File: src/rtl/core/scs_pkg.sv
package scs_pkg;

  localparam int unsigned ReadyLimitWidth = 10;
  localparam int unsigned RespLimitWidth  = 8;
  localparam int unsigned PollWidth       = 10;
  localparam int unsigned CfgIndexWidth   = 2;
  localparam int unsigned CfgDataWidth    = 10;
  localparam int unsigned InDataWidth     = 56;
  localparam int unsigned OutDataWidth    = 24;

  localparam logic [ReadyLimitWidth-1:0] ReadyLimitReset = 10'd1000;
  localparam logic [RespLimitWidth-1:0]  RespLimitReset  = 8'd10;

  localparam logic [7:0] FillByte  = 8'hFF;
  localparam logic [7:0] StartBits = 8'h40;

  localparam logic [2:0] FrameLast = 3'd5;

  localparam logic OpStart = 1'b0;
  localparam logic OpRx    = 1'b1;

  localparam logic [CfgIndexWidth-1:0] RegReadyLimit = 2'd0;
  localparam logic [CfgIndexWidth-1:0] RegRespLimit  = 2'd1;

  typedef enum logic [5:0] {
    PH_IDLE  = 6'b000001,
    PH_DESEL = 6'b000010,
    PH_READY = 6'b000100,
    PH_FRAME = 6'b001000,
    PH_RESP  = 6'b010000,
    PH_TOUT  = 6'b100000
  } phase_t;

  typedef struct packed {
    logic       timed_out;
    logic [7:0] response;
    logic       done_res;
    logic       select_high;
    logic [7:0] tx_byte;
    logic       transfer_valid;
  } result_t;

  typedef struct packed {
    logic        operation;
    logic [5:0]  command_index;
    logic [31:0] argument;
    logic [7:0]  crc_byte;
    logic [7:0]  rx_byte;
  } item_t;

  function automatic logic [7:0] frame_byte(input logic [2:0] idx, input logic [5:0] cmd,
                                            input logic [31:0] arg, input logic [7:0] crc);
    logic [7:0] b;
    case (idx)
      3'd0:    b = StartBits | {2'b00, cmd};
      3'd1:    b = arg[31:24];
      3'd2:    b = arg[23:16];
      3'd3:    b = arg[15:8];
      3'd4:    b = arg[7:0];
      default: b = crc;
    endcase
    return b;
  endfunction

  function automatic result_t make_result(input logic xfer, input logic [7:0] tx,
                                          input logic csh, input logic done,
                                          input logic [7:0] resp, input logic tout);
    result_t r;
    r.transfer_valid = xfer;
    r.tx_byte        = tx;
    r.select_high    = csh;
    r.done_res       = done;
    r.response       = resp;
    r.timed_out      = tout;
    return r;
  endfunction

endpackage

File: src/rtl/core/scs_core.sv
module scs_core import scs_pkg::*; (
  input  logic                       clk,
  input  logic                       rst,
  input  logic                       accept,
  input  item_t                      item,
  input  logic [ReadyLimitWidth-1:0] ready_poll_limit,
  input  logic [RespLimitWidth-1:0]  response_poll_limit,
  output result_t                    result
);

  phase_t                phase, phase_next;
  logic [PollWidth-1:0]  poll_count, poll_count_next;
  logic [2:0]            frame_index, frame_index_next;
  logic [5:0]            held_command;
  logic [31:0]           held_argument;
  logic [7:0]            held_crc;
  logic [PollWidth-1:0]  poll_inc;
  logic [2:0]            frame_inc;

  assign poll_inc  = poll_count + PollWidth'(1);
  assign frame_inc = frame_index + 3'd1;

  always_comb begin
    phase_next       = phase;
    poll_count_next  = poll_count;
    frame_index_next = frame_index;
    result           = make_result(1'b0, 8'h00, 1'b0, 1'b0, 8'h00, 1'b0);
    if (item.operation == OpStart) begin
      phase_next       = PH_DESEL;
      poll_count_next  = '0;
      frame_index_next = '0;
      result           = make_result(1'b1, FillByte, 1'b1, 1'b0, 8'h00, 1'b0);
    end else begin
      case (phase)
        PH_DESEL: begin
          poll_count_next = '0;
          phase_next      = PH_READY;
          result          = make_result(1'b1, FillByte, 1'b0, 1'b0, 8'h00, 1'b0);
        end
        PH_READY: begin
          poll_count_next = poll_inc;
          if (item.rx_byte == FillByte) begin
            frame_index_next = '0;
            phase_next       = PH_FRAME;
            result = make_result(1'b1, frame_byte(3'd0, held_command, held_argument, held_crc),
                                 1'b0, 1'b0, 8'h00, 1'b0);
          end else if (poll_inc >= ready_poll_limit) begin
            phase_next = PH_TOUT;
            result     = make_result(1'b1, FillByte, 1'b1, 1'b0, 8'h00, 1'b0);
          end else begin
            result = make_result(1'b1, FillByte, 1'b0, 1'b0, 8'h00, 1'b0);
          end
        end
        PH_FRAME: begin
          if (frame_index >= FrameLast) begin
            frame_index_next = '0;
            poll_count_next  = '0;
            phase_next       = PH_RESP;
            result = make_result(1'b1, FillByte, 1'b0, 1'b0, 8'h00, 1'b0);
          end else begin
            frame_index_next = frame_inc;
            result = make_result(1'b1, frame_byte(frame_inc, held_command, held_argument,
                                                  held_crc), 1'b0, 1'b0, 8'h00, 1'b0);
          end
        end
        PH_RESP: begin
          poll_count_next = poll_inc;
          if (!item.rx_byte[7] ||
              poll_inc >= {{(PollWidth-RespLimitWidth){1'b0}}, response_poll_limit}) begin
            phase_next = PH_IDLE;
            result     = make_result(1'b0, 8'h00, 1'b0, 1'b1, item.rx_byte, 1'b0);
          end else begin
            result = make_result(1'b1, FillByte, 1'b0, 1'b0, 8'h00, 1'b0);
          end
        end
        PH_TOUT: begin
          phase_next = PH_IDLE;
          result     = make_result(1'b0, 8'h00, 1'b1, 1'b1, FillByte, 1'b1);
        end
        default: begin
          phase_next = PH_IDLE;
        end
      endcase
    end
  end

  always_ff @(posedge clk) begin
    if (rst) begin
      phase       <= PH_IDLE;
      poll_count  <= '0;
      frame_index <= '0;
    end else if (accept) begin
      phase       <= phase_next;
      poll_count  <= poll_count_next;
      frame_index <= frame_index_next;
    end
  end

  always_ff @(posedge clk) begin
    if (accept && item.operation == OpStart) begin
      held_command  <= item.command_index;
      held_argument <= item.argument;
      held_crc      <= item.crc_byte;
    end
  end

endmodule

File: src/rtl/core/scs_out_reg.sv
module scs_out_reg import scs_pkg::*; (
  input  logic    clk,
  input  logic    rst,
  input  logic    load,
  input  result_t load_data,
  output logic    can_load,
  output logic    out_valid,
  input  logic    out_ready,
  output result_t out_data
);

  assign can_load = !out_valid || out_ready;

  always_ff @(posedge clk) begin
    if (rst) begin
      out_valid <= 1'b0;
    end else if (can_load) begin
      out_valid <= load;
    end
  end

  always_ff @(posedge clk) begin
    if (load && can_load) begin
      out_data <= load_data;
    end
  end

endmodule

File: src/rtl/core/sd_spi_command_sequencer.sv
// SD card SPI-mode command sequencer for R1 commands. A start item (tuser 0) latches the
// command, argument and CRC; every later item (tuser 1) carries the byte the card returned
// during the previously requested exchange and yields one result: the next byte to send
// and its chip select level, or the finished R1 response (0xFF with timed_out on a
// card-ready timeout). One item is taken per clock while the single output register is
// empty or being read; each result lands there in the cycle after its transfer. Users must
// write poll limits over the cfg port only while no command is in flight (not enforced).
module sd_spi_command_sequencer import scs_pkg::*; #(
  parameter logic [ReadyLimitWidth-1:0] READY_LIMIT_RESET = ReadyLimitReset,
  parameter logic [RespLimitWidth-1:0]  RESP_LIMIT_RESET  = RespLimitReset
) (
  input  logic                     clk,
  input  logic                     rst,
  input  logic                     s_axis_tvalid,
  output logic                     s_axis_tready,
  // command_index[5:0], argument[37:6], crc_byte[45:38], rx_byte[53:46], zero pad
  input  logic [InDataWidth-1:0]   s_axis_tdata,
  // operation[0]
  input  logic                     s_axis_tuser,
  output logic                     m_axis_tvalid,
  input  logic                     m_axis_tready,
  // transfer_valid[0], tx_byte[8:1], select_high[9], done_res[10], response[18:11],
  // timed_out[19], zero pad
  output logic [OutDataWidth-1:0]  m_axis_tdata,
  input  logic                     cfg_valid,
  output logic                     cfg_ready,
  input  logic [CfgIndexWidth-1:0] cfg_index,
  input  logic [CfgDataWidth-1:0]  cfg_data
);

  logic [ReadyLimitWidth-1:0] ready_poll_limit;
  logic [RespLimitWidth-1:0]  response_poll_limit;
  item_t                      item;
  result_t                    result;
  result_t                    out_data;
  logic                       can_load;
  logic                       accept;

  assign cfg_ready = 1'b1;

  always_ff @(posedge clk) begin
    if (rst) begin
      ready_poll_limit    <= READY_LIMIT_RESET;
      response_poll_limit <= RESP_LIMIT_RESET;
    end else if (cfg_valid && cfg_ready) begin
      if (cfg_index == RegReadyLimit) begin
        ready_poll_limit <= cfg_data[ReadyLimitWidth-1:0];
      end
      if (cfg_index == RegRespLimit) begin
        response_poll_limit <= cfg_data[RespLimitWidth-1:0];
      end
    end
  end

  assign item.operation     = s_axis_tuser;
  assign item.command_index = s_axis_tdata[5:0];
  assign item.argument      = s_axis_tdata[37:6];
  assign item.crc_byte      = s_axis_tdata[45:38];
  assign item.rx_byte       = s_axis_tdata[53:46];

  assign s_axis_tready = can_load;
  assign accept        = s_axis_tvalid && s_axis_tready;

  scs_core u_core (
    .clk                 (clk),
    .rst                 (rst),
    .accept              (accept),
    .item                (item),
    .ready_poll_limit    (ready_poll_limit),
    .response_poll_limit (response_poll_limit),
    .result              (result)
  );

  scs_out_reg u_out (
    .clk       (clk),
    .rst       (rst),
    .load      (s_axis_tvalid),
    .load_data (result),
    .can_load  (can_load),
    .out_valid (m_axis_tvalid),
    .out_ready (m_axis_tready),
    .out_data  (out_data)
  );

  assign m_axis_tdata = {{(OutDataWidth - $bits(result_t)){1'b0}}, out_data};

endmodule

File: config.mk
export PLATFORM = sky130hd
export DESIGN_NAME = sd_spi_command_sequencer
export DESIGN_NICKNAME = d
export VERILOG_FILES = /design/src/rtl/core/scs_pkg.sv /design/src/rtl/core/scs_core.sv /design/src/rtl/core/scs_out_reg.sv /design/src/rtl/core/sd_spi_command_sequencer.sv
export SDC_FILE = /design/constraint.sdc
export NUM_CORES = 1
export LEC_CHECK = 0
export ABC_AREA = 1
export BUFFER_PORTS_ARGS = -buffer_cell sky130_fd_sc_hd__buf_2
export CAP_MARGIN = 20
export CORE_ASPECT_RATIO = 0.9
export CORE_MARGIN = 5
export CORE_UTILIZATION = 36
export CTS_BUF_LIST = sky130_fd_sc_hd__clkbuf_16
export DETAILED_ROUTE_END_ITERATION = 6
export SLEW_MARGIN = 20
export SYNTH_ARGS = -nofsm -noshare
export SYNTH_HDL_FRONTEND = slang
export SYNTH_SLANG_ARGS = --single-unit
export TNS_END_PERCENT = 20
File: constraint.sdc
create_clock -name clk -period 3.62 [get_ports clk]
set_clock_uncertainty 0.2 [all_clocks]
set_input_delay 0.543 -clock clk [delete_from_list [all_inputs] [get_ports clk]]
set_output_delay 0.543 -clock clk [all_outputs]
set_load 0.05 [all_outputs]
==> results of run 1 <==
==> per-stage QoR <==
stage	hold WS, ns	worst slack (ns)
final	0.158	0.754
after global routing	0.140	0.491
after CTS	0.147	0.727
after detailed placement	0.255	0.715
after global placement	0.256	0.805
after floorplan	0.235	0.646
==> power by group <==
part / switching (mW) / leakage (nW) / total (mW) / internal, mW
clock network: 0.446 / 0.162 / 1.05 / 0.609
logic: 0.228 / 1.62 / 0.324 / 0.0954
registers: 0.0214 / 0.937 / 1.34 / 1.32
total: 0.695 / 2.72 / 2.72 / 2.02
==> worst max-delay path by stage <==
stage                              start                      end  slack [ns]  depth (start not counted)
global route        u_core.poll_count[0]       u_out.out_data[15]        0.49                         16
detailed placement  u_core.poll_count[0]       u_out.out_data[15]        0.72                         16
global placement    u_core.poll_count[0]       u_out.out_data[15]        0.80                         16
CTS                 u_core.poll_count[0]       u_out.out_data[15]        0.73                         16
finish              u_core.poll_count[0]       u_out.out_data[15]        0.75                         16
floorplan                  m_axis_tready  u_core.held_argument[0]        0.65                          4
==> cell type report <==
type | instances | share of cell area, %
clock buffers | 9 | 3.66
clock inverters | 7 | 1.54
flip-flops and latches | 104 | 44.5
inverters | 68 | 4.15
repair buffers | 96 | 7.93
well taps | 193 | 3.92
multi-input cells | 368 | 34.3
==> metal layers <==
layer	global-route usage [%]	up-vias
li1	-	2050
met4	3.84	0
met2	22.3	113
met3	4.08	9
met1	19.4	1796
met5	0	-
==> sequential cells by signal, summed over array words and instances, names as in the netlist <==
name	count
u_core.frame_index	3
u_core.phase	6
u_out.out_data	20
u_core.held_command	6
u_core.poll_count	10
u_core.held_crc	8
ready_poll_limit	10
u_core.held_argument	32
response_poll_limit	8
u_out.out_valid	1
==> cell usage in the layout (no fill, tap or decap), types with 21 or more instances in the layout <==
cell type	count
a21oi_1	37
ha_1	25
dfxtp_1	38
edfxtp_1	66
nand3_1	21
nor2_1	33
inv_1	60
buf_2	93
nand2_1	136
nand4_1	33
==> cells by family (layout without fill, tap and decap cells) <==
logic type | count (synthesis) | count (layout) | synth area share (%)
AOI/OAI and AO/OA | 69 | 69 | 8.32
buffers and inverters | 82 | 180 | 6.35
other | 2 | 5 | 0.146
adders and majority gates | 25 | 25 | 6.06
and+or+nand+nor | 263 | 263 | 25.0
xor gates and xnor gates | 6 | 6 | 1.02
DFF | 104 | 104 | 53.1
==> metrics, run 1 <==
via count=3968; placed cell areas=0.00584 mm2; Max stage delay on crit path=0.38 ns; area of the mapped netlist=just over 0.005 mm2; hold depth=1; worst reg-to-reg path cell count=16; 1st-pass router iterations=5; Syn Inst Count=between 500 and 600; fin area=0.00616 mm2; first-pass GRT wire length=18.6 mm; DR WL/cell=13.7 um; FF-to-FF setup slack=between 0.7 and 0.8 ns; Hold Vio Cnt, Final=0; DR top layer=met4; CTS tree=yes; worst hold path type=primary input to flop; fmax=between 300 and 400 MHz; Routed met3 length=760 um; Crit path top cell by count=nand2_1; hold_sp=s_axis_tdata[21]; metal2 WL=approximately 5.2 mm; # port buffers=93; maxcap violations=0; Hold Buf Count CTS=0; I/O pin count=101; Via density=4.70; Crit. End Element=flop; hold endpoint=u_core.held_argument[15]; Top FF cell, synth=edfxtp_1; Critical Path RT=approximately 3.5 ns; RSZ-0062 raised after global routing=false; row count=41; drc violations=0; Detailed Route WL=11.6 mm; Synth area leader=edfxtp_1; critical-path cell list=inv_1, nor2_4, nand3_1, xor2_1, inv_1, ha_1, nand2_1, inv_1, a21oi_1, nand2_1, nand2_1, nand2_1, nor2_4, inv_2, o21ai_4, nor2_2; worst reg2reg path startpoint=u_core.poll_count[0]; multi-input logic area=0.00211 mm2; asr flop ratio synth=0%; detailed placement HPWL=8.60 mm; non-filler cells in the finished layout=845; Power Dens Cells=442 mW/mm2; initial antenna violation count=0; fill count=1401; Reg area=0.00274 mm2; YS warnings=0; Mean Syn Cell Area=9.37 um2; sequential area share after synthesis=53.1%; most frequent cell after synthesis=nand2_1; Crit path max-delay family=simple AND/OR/NAND/NOR gates; Final min period=2.87 ns; Placed Cells=829; DIE HEIGHT=approximately 120 um; EDFF count, synth=66; startpoint class of the critical path=flop; Setup violations, final=0; die outline width=~140 um; post-route ant nets=0; crit path kind=flop to flop; gr usage total=14.2%; status=finished clean; FF-to-FF End=u_out.out_data[15]; flops & latches, synth=104; Clock H-tree levels=3; slowest stage cell, crit path=dfxtp_1; power consumption=2.72 mW; Initial Util=36.7%; Reg clk slew, reported paths=0.07 ns; CP Buf/Inv Count=4; Yosys cell types=40; Post-CTS Setup Inserts=0; largest net degree at the start of global routing=48; Synth top area share=38.4%; # clock sinks=104; CTS buffer count=9; fin util=43.8%; Max Transition Viols Final=0; CORE AREA=0.0141 mm2; GPL Wtd Cong=0.793; maximum vdd drop=~0.22 mV; antenna fix cells=0; Root Driver=clkbuf_16; top post-synthesis cells by count=nand2_1, edfxtp_1, inv_1, dfxtp_1, a21oi_1; Worst-Skew Late Latency=0.35 ns; P_leak=2.72 nW; Slew @ Worst Pin=between 0.6 and 0.7 ns; Die Area=0.0168 mm2; Area contributors post-synth=edfxtp_1, dfxtp_1, nand2_1; vias in the first global route=between 3000 and 4000; DRT met1 WL=5.52 mm; nets@finish=around 750; Final TNS setup=0 ns; Crit Path Max Fanout=8; grt ovf=0; Clock Path Buffers=2; Tcrit/Tclk final=approximately 79%; Starting DRT DRC Count=267; CTS resizes=0; Slew HR=55.3%; share of layout cells above drive strength 1=24.8%; Area Growth Syn to Fin=19.3%; critical path arrival=2.76 ns
No activity file was read; power rests on OpenSTA's default activity.
==> inputs of run 2 (changes only) <==
==> constraint.sdc (replaced) <==
create_clock -name clk -period 2.5 [get_ports clk]
set_clock_uncertainty 0.2 [all_clocks]
set_input_delay 0.375 -clock clk [delete_from_list [all_inputs] [get_ports clk]]
set_output_delay 0.375 -clock clk [all_outputs]
set_load 0.05 [all_outputs]
==> run 2 against run 1 <==
Net effect:
- the run now ends with negative setup slack left
- non-clock buffer count rose by 57
- routed wire length up 6.1%
- final area is 12% higher
- sequential power grew 45%
- via count up 7.1%
==> metrics, run 2 (synthesis results as in run 1) <==
Max stage delay on crit path=0.38 ns (about the same); Via density=4.71 (+0.20%); Setup violations, final=15 (+15); slowest stage cell, crit path=dfxtp_4; Crit Path Max Fanout=6 (-2); CTS buffer count=9 (unchanged); Root Driver=clkbuf_16; Final TNS setup=-1.01 ns (-1.01 ns); RSZ-0062 raised after global routing=true; # clock sinks=104 (unchanged); die outline width=136 um (unchanged); pre-CTS setup slack=-0.197 ns (-0.913 ns); Worst-Skew Late Latency=0.35 ns (about the same); most flop-heavy register=u_core.held_argument; grt ovf=0 (unchanged); largest net degree at the start of global routing=48 (unchanged); critical-path cell list=inv_4, nor2_4, buf_6, xnor2_2, inv_2, buf_6, ha_4, nand2_1, nor2_2, nand3_2, nand4_1, nor2_2, nor2_4, nand2_4, nand2_1, nand2_1, nor2_1; Reg clk slew, reported paths=0.07 ns (about the same); DR WL/cell=13.6 um (-0.67%); fin area=0.00692 mm2 (+12%); global routing met1 resource utilization=19.5% (+0.092 points); Slew @ Worst Pin=0.689 ns (+0.0194 ns); # port buffers=93 (unchanged); I/O pin count=101 (unchanged); CTS tree=yes; Slew HR=54.0% (-1.3 points); critical path arrival=2.70 ns (-0.06 ns); fin util=49.2% (+5.4 points); met2 GRT Util=23.5% (+1.1 points); met3 usage=3.27% (-0.81 points); crit path kind=flop to flop; gr usage total=14.5% (+0.26 points); Initial Util=36.7% (unchanged); worst hold path type=primary input to flop; maxcap violations=0 (unchanged); fmax=382 MHz (+9.5%); Critical Path RT=2.59 ns (-0.93 ns); P_leak=3.02 nW (+11%); Area Growth Syn to Fin=34.1%; Starting DRT DRC Count=256 (-4.1%); Clock H-tree levels=3 (unchanged); nets@finish=804 (+7.8%); Crit. End Element=flop; first-pass GRT wire length=19.2 mm (+3.4%); Tcrit/Tclk final=105% (+26 points); GPL Wtd Cong=0.842 (+6.1%); drc violations=0 (unchanged); placed cell areas=0.00606 mm2 (+3.9%); commonest non-fill, non-tap cells in the layout=nand2_1, buf_2, edfxtp_1, inv_1, a21oi_1; detailed placement HPWL=8.78 mm (+2.1%); Detailed Route WL=12.3 mm (+6.1%); FF-to-FF setup slack=-0.12 ns (-0.87 ns); Largest regs=u_core.held_argument x32, u_out.out_data x20; via count=4249 (+7.1%); max reg flops=32 (unchanged); post-route ant nets=0 (unchanged); initial antenna violation count=0 (unchanged); Final min period=2.62 ns (-0.248 ns); startpoint class of the critical path=flop; Fin Hold WS=0.0137 ns (-0.144 ns); most common cell after layout, fill and taps aside=nand2_1; GR peak layer=met2; Clock Path Buffers=2 (unchanged); CORE AREA=0.0141 mm2 (unchanged); Die Area=0.0168 mm2 (unchanged); Max Transition Viols Final=0 (unchanged); row count=41 (unchanged); 1st-pass router iterations=5 (unchanged); share of layout cells above drive strength 1=33.5% (+8.7 points); Crit path top cell by count=nand2_1; status=finished with violations; Power Dens Cells=535 mW/mm2 (+21%); failing checks=negative setup slack; DIE HEIGHT=124 um (unchanged); PnR worst setup slack=-0.118 ns (-0.872 ns); maximum vdd drop=0.442 mV (+100%); antenna fix cells=0 (unchanged); Hold Vio Cnt, Final=0 (unchanged); vias in the first global route=4060 (+7.0%)
-- run 2: cell types whose count changed in the layout (fill, tap and decap cells not counted), sizes merged --
cell and delta:
buf +31, dlygate4sd3 +26, inv +3, bufinv -2, clkinv -1, nand2 +1
-- run 2: critical path: cells and delay by family, from the launching register on --
| kind | cells | cell delay [ns] |
|---|---|---|
| adder cells (fa/ha/maj) | 1 | 0.25 |
| buffers and inverters | 4 | 0.36 |
| XOR/XNOR | 1 | 0.11 |
| flip-flops | 1 | 0.38 |
| AND/OR/NAND/NOR | 11 | 1.25 |
-- run 2: cell type report --
type	count	area, um2
Clock inverter	7	27.5
Fill cell	1297	7140
Multi-Input combinational cell	369	2390
Inverter	68	258
Tap cell	193	241
Sequential cell	104	2760
Clock buffer	9	225
Timing Repair Buffer	153	1020
-- run 2: path summary, 6_finish.rpt --
path | startpoint | to | cells past startpoint
min reg2reg | ready_poll_limit[1] | ready_poll_limit[1] | 2
max reg2reg | u_core.poll_count[0] | u_core.phase[3] | 17
min | s_axis_tdata[26] | u_core.held_argument[20] | 1
max | u_core.poll_count[0] | u_core.phase[3] | 17
-- run 2: metrics by stage --
| stage | std cells | total power [mW] |
|---|---|---|
| after floorplan | 554 | 2.30 |
| after CTS | 899 | 3.73 |
| after global routing | 903 | 3.86 |
| after global placement | 856 | 2.45 |
| after detailed placement | 856 | 2.46 |
| final | 903 | 3.70 |
-- run 2: repair_timing --
item,CTS,global route
hold buffers,25,1
cloned,0,1
endpoints found under the hold margin,25,1
resized for setup,15,51
buffers inserted,2,3
endpoints found under the setup margin,25,25
pin swaps,11,35
-- run 2: layer usage --
metal	vias to the layer above	share of wire [%]
met3	12	5.4
met1	1964	46
li1	2161	-
met2	112	47
met5	-	0
met4	0	1.3
-- run 2: power by group --
| group | switching, mW | leakage, nW | total (mW) | internal, mW |
|---|---|---|---|---|
| registers | 0.0309 | 0.941 | 1.94 | 1.91 |
| clock network | 0.583 | 0.146 | 1.24 | 0.653 |
| logic | 0.348 | 1.93 | 0.529 | 0.181 |
